`src/design/hdfi_pkg.sv`:
```
`timescale 1ns / 1ps
package hdfi_pkg;
    localparam int MAX_BUCKETS = 1024;
    localparam int CAPACITY    = 1024;
    localparam int KEY_BITS    = 32;
    localparam int BKT_W  = $clog2(MAX_BUCKETS);
    localparam int IDX_W  = $clog2(CAPACITY);
    localparam int PTR_W  = IDX_W + 1;
    localparam int CFG_W  = 11;
    localparam int HASH_W = 32;
    localparam logic [PTR_W-1:0] NO_ENTRY = PTR_W'(CAPACITY);
    localparam logic [CFG_W-1:0] BUCKETS_RESET = CFG_W'(256);

    typedef struct packed {
        logic        req_type;
        logic [31:0] key;
        logic [31:0] key_hash;
    } req_t;

    typedef struct packed {
        logic       found;
        logic       inserted;
        logic [9:0] slot_index;
        logic       full_res;
    } res_t;

    // controller -> datapath
    typedef struct packed {
        logic load;       // capture request, begin modulo
        logic mod_step;   // one restoring-division step
        logic head_rd;    // read bucket head
        logic ent_rd;     // read entry at cursor
        logic cur_head;   // cursor <- head read data
        logic cur_next;   // cursor <- next read data
        logic do_insert;  // write entry, head, bump fill count
        logic emit;       // drive result strobe
        logic set_found;
        logic set_full;
    } cmd_t;

    // datapath -> controller
    typedef struct packed {
        logic mod_done;
        logic cur_valid;  // cursor points at a used entry
        logic key_match;
        logic is_get;
        logic cap_full;
    } sts_t;
endpackage

```
`src/design/hdfi_ctrl.sv`:
```
`timescale 1ns / 1ps
module hdfi_ctrl (
    input  logic          clk,
    input  logic          rst_n,
    input  logic          start,
    input  logic          clr_done,
    input  hdfi_pkg::sts_t sts,
    output hdfi_pkg::cmd_t cmd,
    output logic          busy
);
    import hdfi_pkg::*;

    localparam logic [2:0] S_CLR  = 3'd0;
    localparam logic [2:0] S_IDLE = 3'd1;
    localparam logic [2:0] S_MOD  = 3'd2;
    localparam logic [2:0] S_HEAD = 3'd3;
    localparam logic [2:0] S_HCAP = 3'd4;
    localparam logic [2:0] S_ENT  = 3'd5;
    localparam logic [2:0] S_CMP  = 3'd6;

    logic [2:0] state_reg, state_next;

    always_ff @(posedge clk or negedge rst_n)
    begin
        if (!rst_n)
        begin
            state_reg <= S_CLR;
        end
        else
        begin
            state_reg <= state_next;
        end
    end

    always_comb
    begin
        state_next = state_reg;
        cmd = '0;
        busy = 1'b1;
        unique case (state_reg)
            S_CLR:
            begin
                if (clr_done)
                begin
                    state_next = S_IDLE;
                end
            end
            S_IDLE:
            begin
                busy = 1'b0;
                if (start)
                begin
                    cmd.load = 1'b1;
                    state_next = S_MOD;
                end
            end
            S_MOD:
            begin
                if (sts.mod_done)
                begin
                    cmd.head_rd = 1'b1;
                    state_next = S_HEAD;
                end
                else
                begin
                    cmd.mod_step = 1'b1;
                end
            end
            S_HEAD:
            begin
                cmd.cur_head = 1'b1;
                state_next = S_HCAP;
            end
            S_HCAP, S_CMP:
            begin
                // S_CMP: entry data present; S_HCAP: cursor fresh
                if (state_reg == S_CMP && sts.key_match)
                begin
                    cmd.emit = 1'b1;
                    cmd.set_found = 1'b1;
                    state_next = S_IDLE;
                end
                else if (state_reg == S_CMP)
                begin
                    cmd.cur_next = 1'b1;
                    state_next = S_HCAP;
                end
                else if (sts.cur_valid)
                begin
                    cmd.ent_rd = 1'b1;
                    state_next = S_ENT;
                end
                else
                begin
                    cmd.emit = 1'b1;
                    if (sts.is_get)
                    begin
                        if (sts.cap_full)
                        begin
                            cmd.set_full = 1'b1;
                        end
                        else
                        begin
                            cmd.do_insert = 1'b1;
                        end
                    end
                    state_next = S_IDLE;
                end
            end
            S_ENT:
            begin
                state_next = S_CMP;
            end
            default:
            begin
                state_next = S_IDLE;
            end
        endcase
    end

    a_emit_busy: assert property (@(posedge clk) disable iff (!rst_n)
        cmd.emit |=> !busy) else $error("result without return to idle");
    a_one_outcome: assert property (@(posedge clk) disable iff (!rst_n)
        !(cmd.set_found && (cmd.do_insert || cmd.set_full)))
        else $error("conflicting outcome");
    a_load_idle: assert property (@(posedge clk) disable iff (!rst_n)
        cmd.load |=> state_reg == S_MOD) else $error("load did not start modulo");
endmodule

```
`config.mk`:
```
export PLATFORM = sky130hd
export DESIGN_NAME = hdfi_ctrl
export DESIGN_NICKNAME = d
export VERILOG_FILES = /design/src/design/hdfi_pkg.sv /design/src/design/hdfi_ctrl.sv
export SDC_FILE = /design/constraint.sdc
export NUM_CORES = 1
export LEC_CHECK = 0
export BUFFER_PORTS_ARGS = -buffer_cell sky130_fd_sc_hd__buf_2
export CAP_MARGIN = 10
export CORE_AREA = 2 2 39 41
export CTS_BUF_LIST = sky130_fd_sc_hd__clkbuf_8
export DETAILED_ROUTE_END_ITERATION = 10
export DIE_AREA = 0 0 41 43
export GPL_TIMING_DRIVEN = 0
export PLACE_DENSITY = 0.47
export SYNTH_ARGS = -nofsm -noshare
export SYNTH_HDL_FRONTEND = slang
export SYNTH_SLANG_ARGS = --single-unit
```
`constraint.sdc`:
```
create_clock -name clk -period 2.1 [get_ports clk]
set_input_delay 0.42 -clock clk [delete_from_list [all_inputs] [get_ports clk]]
set_output_delay 0.42 -clock clk [all_outputs]
set_load 0.005 [all_outputs]
```
# [Word-level counts from Yosys, hierarchy flattened]
# Index checks and enable logic that the tools add are counted.
[classes] addsub=0 multipliers=0 div=0 n_lt_le_gt_ge=0 n_eq_ne=9 shift=0 mux=32 bitwise=0 n_reduce_logical=4
[op_table] operator="$mux W1" count=20
[op_table] operator="$mux W3" count=6
[op_table] operator="$pmux W3 S6" count=1
[op_table] operator="$eq A3 B3 Y1 const B" count=3
[op_table] operator="$mux W2" count=4
[op_table] operator="$eq A3 B2 Y1 const B" count=2
[op_table] operator="$ne A2 B2 Y1 const B" count=3
[op_table] operator="$mux W5" count=1
[op_table] operator="$eq A3 B1 Y1 const B" count=1
[op_table] operator="$logic_not A3 Y1" count=1
[op_table] operator="$reduce_and A3 Y1" count=1
[op_table] operator="$reduce_or A2 Y1" count=1
[op_table] operator="$logic_and A1 B1 Y1" count=1
[word_totals] reg_bits=3 latch_bits=0 ramBits=0 romBits=0 in_bits=9 wordCells=46 memories=0

# [Longest topological paths before layout]
# Gate-level depths: netlist of the first run.
[logic_depth] depth_word=6 mapped_depth=4

# [Worst setup path after synthesis of the first run]
# No wires, ideal clock.
[synth_path] kind="reg-to-output" from="register state_reg[0]" to="output port cmd[0] in the netlist's numbering" arrival_ns=0.897 required_time_ns=1.680 path_slack_ns=0.783 path_stages_with_launch=4 path_buffers=0 cell_sequence="dfrtp_1 nor2b_2 nand2_1 nor4b_2"
[synth_rtl] item="start, declared" line_no="hdfi_ctrl.sv:21" source="logic [2:0] state_reg, state_next;"
[synth_rtl] item="start signal, assigned" line_no="hdfi_ctrl.sv:31" source="state_reg <= state_next;"
[synth_rtl] item="end, declared" line_no="hdfi_ctrl.sv:8" source="output hdfi_pkg::cmd_t cmd,"

==> impl_metrics.csv, run 1 <==
group,metric,value,unit
outcome,status,"finished, final reports clean",
final_layout,final_core_util,0.337,
sta,skew,0.00236,ns
sta,timing.hold.ws,0.515,ns
critical_path,crit_arrival,1.31,ns
route,drtAntennaViolNets,0,
sta,post-route-worst-setup-slack,0.370,ns
grt,first_global_vias,278,
floorplan,io_pins,20,
final_layout,area_delta_synth_final,57.4,%
floorplan,core_area,1380,sq um
synth,yosys.cell_types.count,21,
hold_path,hp-class,"primary input to register",
sta,max_freq,578,MHz
cts,h-tree-depth,1,
run,drv_cap,0,
synth,synth_warnings,0,
route,drtIter0Drc,1,
place,place.gp.congestion,0.659,
grt,grt_max_degree,11,
cts,clkTransAtPathRegs,0.03,ns
synth,ys_seq_area_frac,0.253,
place,place_area,412,sq um
critical_path,crit_required,1.68,ns
place,post-place-ws,0.581,ns
critical_path,r2r_end,"state_reg[0]",
cts,cts_buffers,3,
place,dp_cells,74,
route,viasPerCell,4.16,
synth,ys_ff_latch,3,
critical_path,cp-end-kind,"primary output",
floorplan,chipWidth,41,um
sta,min_period,1.73,ns
sta,maxSlewViolCount,0,
power,irDropWorstVdd,437,uV
route,dr.pass1.iters,2,
grt,overflow,0,
floorplan,dieArea,1760,sq um
final_layout,fin_nets,73,
final_layout,final_area,467,sq um
hold_path,holdPathStages,3,
sta,hold_violations,0,
final_layout,drive_gt1_frac,0.444,
route,drt_wl_total,696,um
route,drt-wirelength-per-cell,8.81,um
floorplan,fp.dieH,43,um
synth,synth_cells,39,
sta,slew_headroom,0.837,
critical_path,reg2reg_depth,4,
floorplan,fp-row-count,14,
cts,clock-sinks,3,
power,p_total,573,uW
final_layout,insertedDiodeCount,0,
critical_path,startpoint_type,"register",
floorplan,initial_core_util,0.214,
cts,cts_tree,"built",
grt,grt_pass1_wl,1.10,mm
power,p_leak,0.255,nW
sta,tightest_slew,0.244,ns
sta,finalSetupTns,0,ns
cts,cts.path.max_buffers,2,
sta,grt_setup_unrepaired,"no",
final_layout,largest_register_ff_count,3,
hold_path,min-delay-start,"start",
critical_path,r2r-start,"state_reg[1]",
sta,fin_crit_sh,0.824,
critical_path,path_max_fanout,8,
hold_path,hold_end,"state_reg[1]",
final_layout,stdcell_count,79,
cts,post_cts_buffers,0,
place,port-buffer-count,19,
place,dp_hpwl,512,um
route,vias,329,
route,drc,0,
synth,synth_fp_nets,48,
critical_path,crit_type,"register to primary output",
synth,synth.avg_cell_area,7.60,sq um
critical_path,rrSetupSlack,1.03,ns
grt,grt.total_usage,0.0956,
cts,clock-root-buffer,"clkbuf_8",
cts,clk-insertion-delay-late,0.22,ns
power,p_per_area,1230,nW/um^2
sta,setup_viol,0,
grt,antenna_found_initial,0,
synth,synth_area,297,sq um
## cell usage after synthesis, drive strengths merged
master,number,share of area
inv,3,0.038
dfrtp,3,0.25
xor2,1,0.030
nor2,6,0.076
mux2i,1,0.034
o21ai,4,0.068
nor2b,3,0.072
and2b,1,0.030
o21a,1,0.025
nand2,4,0.051
nor4b,1,0.051
nand2b,3,0.072
nor3b,2,0.051
and3,1,0.021
nor4,1,0.021
and2,1,0.021
o22ai,1,0.021
buf,2,0.067
## metal layers
layer	part of all wire	vias to the layer above	track usage
li1	-	177	-
met3	0.093	3	0.0314
met4	0.030	0	0.0800
met2	0.42	17	0.125
met1	0.45	132	0.120
met5	0	-	0
## what timing repair did
action                    4_1_cts  5_1_grt
hold endpoints to repair        3        0
resized for setup               0        0
hold buffers                    1        0
## layout by cell type, fill, tap and decap left out, types with 2 or more instances in the layout
cell      netlist  routed
nand2_1         4       4
nand2b_1        2       2
nor3b_1         2       2
dfrtp_1         3       3
nor2_1          6       6
nor2b_1         2       2
o21ai_0         4       4
inv_1           3       4
clkbuf_8        0       3
buf_2           1      20
## cells by family (layout without fill, tap and decap cells)
group / Yosys count / count (layout) / synth area share
XOR/XNOR: 1 / 1 / 0.0295
flip-flops: 3 / 3 / 0.253
AO/OA/AOI/OAI: 6 / 6 / 0.114
multiplexers: 1 / 1 / 0.0338
buffers and inverters: 5 / 29 / 0.105
AND/OR/NAND/NOR: 23 / 23 / 0.464
## area by class of cell
class | instances | area [sq um]
Fill cell | 150 | 917
Multi-Input combinational cell | 31 | 190
Timing Repair Buffer | 20 | 105
Sequential cell | 3 | 75.1
Clock buffer | 3 | 41.3
Buffer | 2 | 20.0
Tap cell | 16 | 20.0
Inverter | 3 | 11.3
Clock inverter | 1 | 3.75
## power by group
group | leakage, nW | internal, mW | switching [mW]
combinational | 0.191 | 0.153 | 0.142
clock | 0.0269 | 0.124 | 0.0377
sequential | 0.0369 | 0.0867 | 0.0289
total | 0.255 | 0.364 | 0.209
## worst max-delay path by stage
stage	start	to	slack [ns]	cells past startpoint
5_1_grt	state_reg[0]	cmd[0]	0.27	4
3_3_place_gp	state_reg[0]	cmd[0]	0.59	4
6_report	state_reg[0]	cmd[0]	0.37	4
2_1_floorplan	state_reg[0]	cmd[0]	0.78	3
4_1_cts	state_reg[0]	cmd[0]	0.35	4
3_5_place_dp	state_reg[0]	cmd[0]	0.58	4
## critical path: stages, from the launching register on
cell and delay [ns]:
dfrtp_1 0.45, nor2b_2 0.17, nand2_1 0.09, nor4b_2 0.24, buf_2 0.15
Power figures use the tool's default switching activity.
==> inputs of run 2 (changes only) <==
ABC_AREA = 1   (was not set)
PLACE_DENSITY = 0.46   (was 0.47)
clock period = 1.8 ns   (was 2.1 ns; I/O delays follow)
==> run 2 against run 1 <==
  * Power rose by 13%
  * Design area fell by 2.1%
  * First-iteration DRC count did not move
  * Sequential cell count did not move
  * Critical path type unchanged
  * Largest power group unchanged
==> impl_metrics.csv, run 2 <==
group,metric,value,unit
floorplan,chipWidth,41,um
final_layout,layout_common_cells,"buf_2 (19), inv_1 (13), nand2_1 (13)",
grt,antenna_found_initial,0,
synth,yosys.cell_types.count,13,
route,drt_wl_total,682,um
power,swShare,0.410,
sta,slew_headroom,0.856,
cts,cts.path.max_buffers,2,
power,p_per_area,1420,nW/um^2
critical_path,slowest_stage,"dfrtp_1",
place,post-place-ws,0.429,ns
grt,first_global_vias,301,
outcome,status,"finished, final reports clean",
cts,clkTransAtPathRegs,0.03,ns
power,switchingPower,265,uW
cts,h-tree-depth,1,
place,port-buffer-count,19,
route,drt-wirelength-per-cell,7.58,um
grt,grt_pass1_wl,1.16,mm
cts,cts_buffers,3,
final_layout,insertedDiodeCount,0,
critical_path,cp-end-kind,"primary output",
route,vias,361,
final_layout,largest_register_ff_count,3,
final_layout,area_delta_synth_final,59.4,%
final_layout,drive_gt1_frac,0.351,
route,drc,0,
power,p_leak,0.312,nW
grt,grt_util_met3,0.0314,
synth,synth-edff-count,0,
synth,synth_fp_nets,59,
sta,min_period,1.57,ns
sta,fin_crit_sh,0.874,
critical_path,startpoint,"state_reg[1]",
cts,post_cts_buffers,0,
synth,synth_top_area_frac,0.262,
cts,cts_tree,"built",
critical_path,critPathMaxStageDelay,0.44,ns
sta,hold_violations,0,
final_layout,fin_nets,84,
grt,grt_max_degree,10,
critical_path,r2r-start,"state_reg[2]",
floorplan,io_pins,20,
synth,synth_cells,50,
sta,setup_viol,0,
grt,grt_busiest_layer,"met1",
cts,clock-sinks,3,
power,irDropWorstVdd,585,uV
grt,grt.total_usage,0.0924,
synth,synth_commonest_cells,"nand2_1 (13), inv_1 (12), nor2_1 (8)",
floorplan,dieArea,1760,sq um
place,dp_hpwl,568,um
power,clockPowerShare,0.288,
synth,yosysTopAreaCell,"dfrtp_1",
synth,ys_seq_area_frac,0.262,
floorplan,fp.dieH,43,um
power,power_frac_comb,0.487,
cts,clk-insertion-delay-late,0.21,ns
floorplan,fp-row-count,14,
hold_path,min-delay-start,"start",
synth,synthTopCellsByArea,"dfrtp_1 (26%), nand2_1 (17%), inv_1 (16%)",
critical_path,startpoint_type,"register",
cts,clock-root-buffer,"clkbuf_8",
final_layout,num-fill-cells,159,
place,place.gp.congestion,0.685,
power,p_seq_frac,0.225,
route,drtIter0Drc,1,
synth,synth_warnings,0,
route,drtAntennaViolNets,0,
grt,globalRouteMet1Util,0.135,
sta,post-route-worst-setup-slack,0.226,ns
synth,synth.most_common_cell,"nand2_1",
sta,grt_setup_unrepaired,"no",
hold_path,hp-class,"primary input to register",
critical_path,crit_arrival,1.21,ns
power,p_int,382,uW
sta,finalSetupTns,0,ns
synth,ys_ff_latch,3,
floorplan,core_area,1380,sq um
synth,synth.avg_cell_area,5.73,sq um
synth,async_flop_share,1.00,
critical_path,crit_type,"register to primary output",
final_layout,final_common_cell,"buf_2",
sta,skew,0.00287,ns
critical_path,cp_cell_sequence,"inv_1, nand2_1, nor2_2, inv_1, nor2_1, buf_2",
floorplan,initial_core_util,0.207,
sta,tightest_slew,0.216,ns
sta,max_freq,635,MHz
critical_path,cpMostUsedCell,"inv_1",
route,dr.pass1.iters,4,
route,viasPerCell,4.01,
synth,ys.flop_type,"dfrtp_1",
run,drv_cap,0,
grt,gr-usage-met2,0.128,
sta,maxSlewViolCount,0,
synth,synth_area,287,sq um
critical_path,path_max_fanout,7,
cts,post_cts_resize_count,0,
grt,overflow,0,
critical_path,crit_required,1.44,ns
## run 2: worst max-delay path, delay by kind of cell, from the launching register on
family,cells,cell delay [ns]
buf+inv,3,0.29
flops,1,0.44
simple gates,3,0.27
## run 2: routing by layer
metal,vias to the layer above,routed length (um)
met2,9,318
met1,153,324
met4,0,0
met3,0,39
li1,199,-
met5,-,0
## run 2: power by group through the flow
stage / clock network, mW / registers [mW] / logic [mW]
final: 0.186 / 0.146 / 0.315
after global routing: 0.201 / 0.157 / 0.370
after CTS: 0.190 / 0.148 / 0.322
after detailed placement: 0 / 0.147 / 0.320
after global placement: 0 / 0.146 / 0.318
after floorplan: 0 / 0.134 / 0.233
## run 2: worst paths after layout
| kind | slack (ns) | cells past startpoint | to |
|---|---|---|---|
| max | 0.23 | 6 | cmd[9] |
| min | 0.43 | 4 | state_reg[0] |
| max reg2reg | 0.72 | 5 | state_reg[1] |
| min reg2reg | 0.65 | 2 | state_reg[2] |
| max in group asynchronous | 1.22 | 2 | state_reg[0] |
| min in group asynchronous | 0.47 | 2 | state_reg[2] |
## run 2: kinds of logic after synthesis
logic type      synth area share
flops                      0.262
buf+inv                    0.196
simple gates               0.493
compound gates            0.0480
## run 2: area by class of cell
class	instances	area, sq um	area share
Tap cell	16	20.0	0.0438
Timing Repair Buffer	20	105	0.230
Sequential cell	3	75.1	0.164
Clock buffer	3	41.3	0.0904
Inverter	12	45.0	0.0986
Clock inverter	1	3.75	0.00822
Buffer	1	11.3	0.0247
Multi-Input combinational cell	34	155	0.340
## run 2: stage by stage
step / instance area, sq um / hold WS, ns / cells / utilization / total power [mW]
6_report: 457 / 0.435 / 90 / 0.330 / 0.647
5_1_grt: 457 / 0.470 / 90 / 0.330 / 0.728
4_1_cts: 457 / 0.435 / 90 / 0.330 / 0.660
3_5_place_dp: 402 / 0.157 / 85 / 0.290 / 0.468
3_3_place_gp: 402 / 0.156 / 85 / 0.290 / 0.463
2_1_floorplan: 287 / 0.0644 / 50 / - / 0.367
## run 2: timing repair
action                                 4_1_cts  5_1_grt
setup endpoints to repair                    0        0
endpoints found under the hold margin        3        0
hold buffers                                 1        0
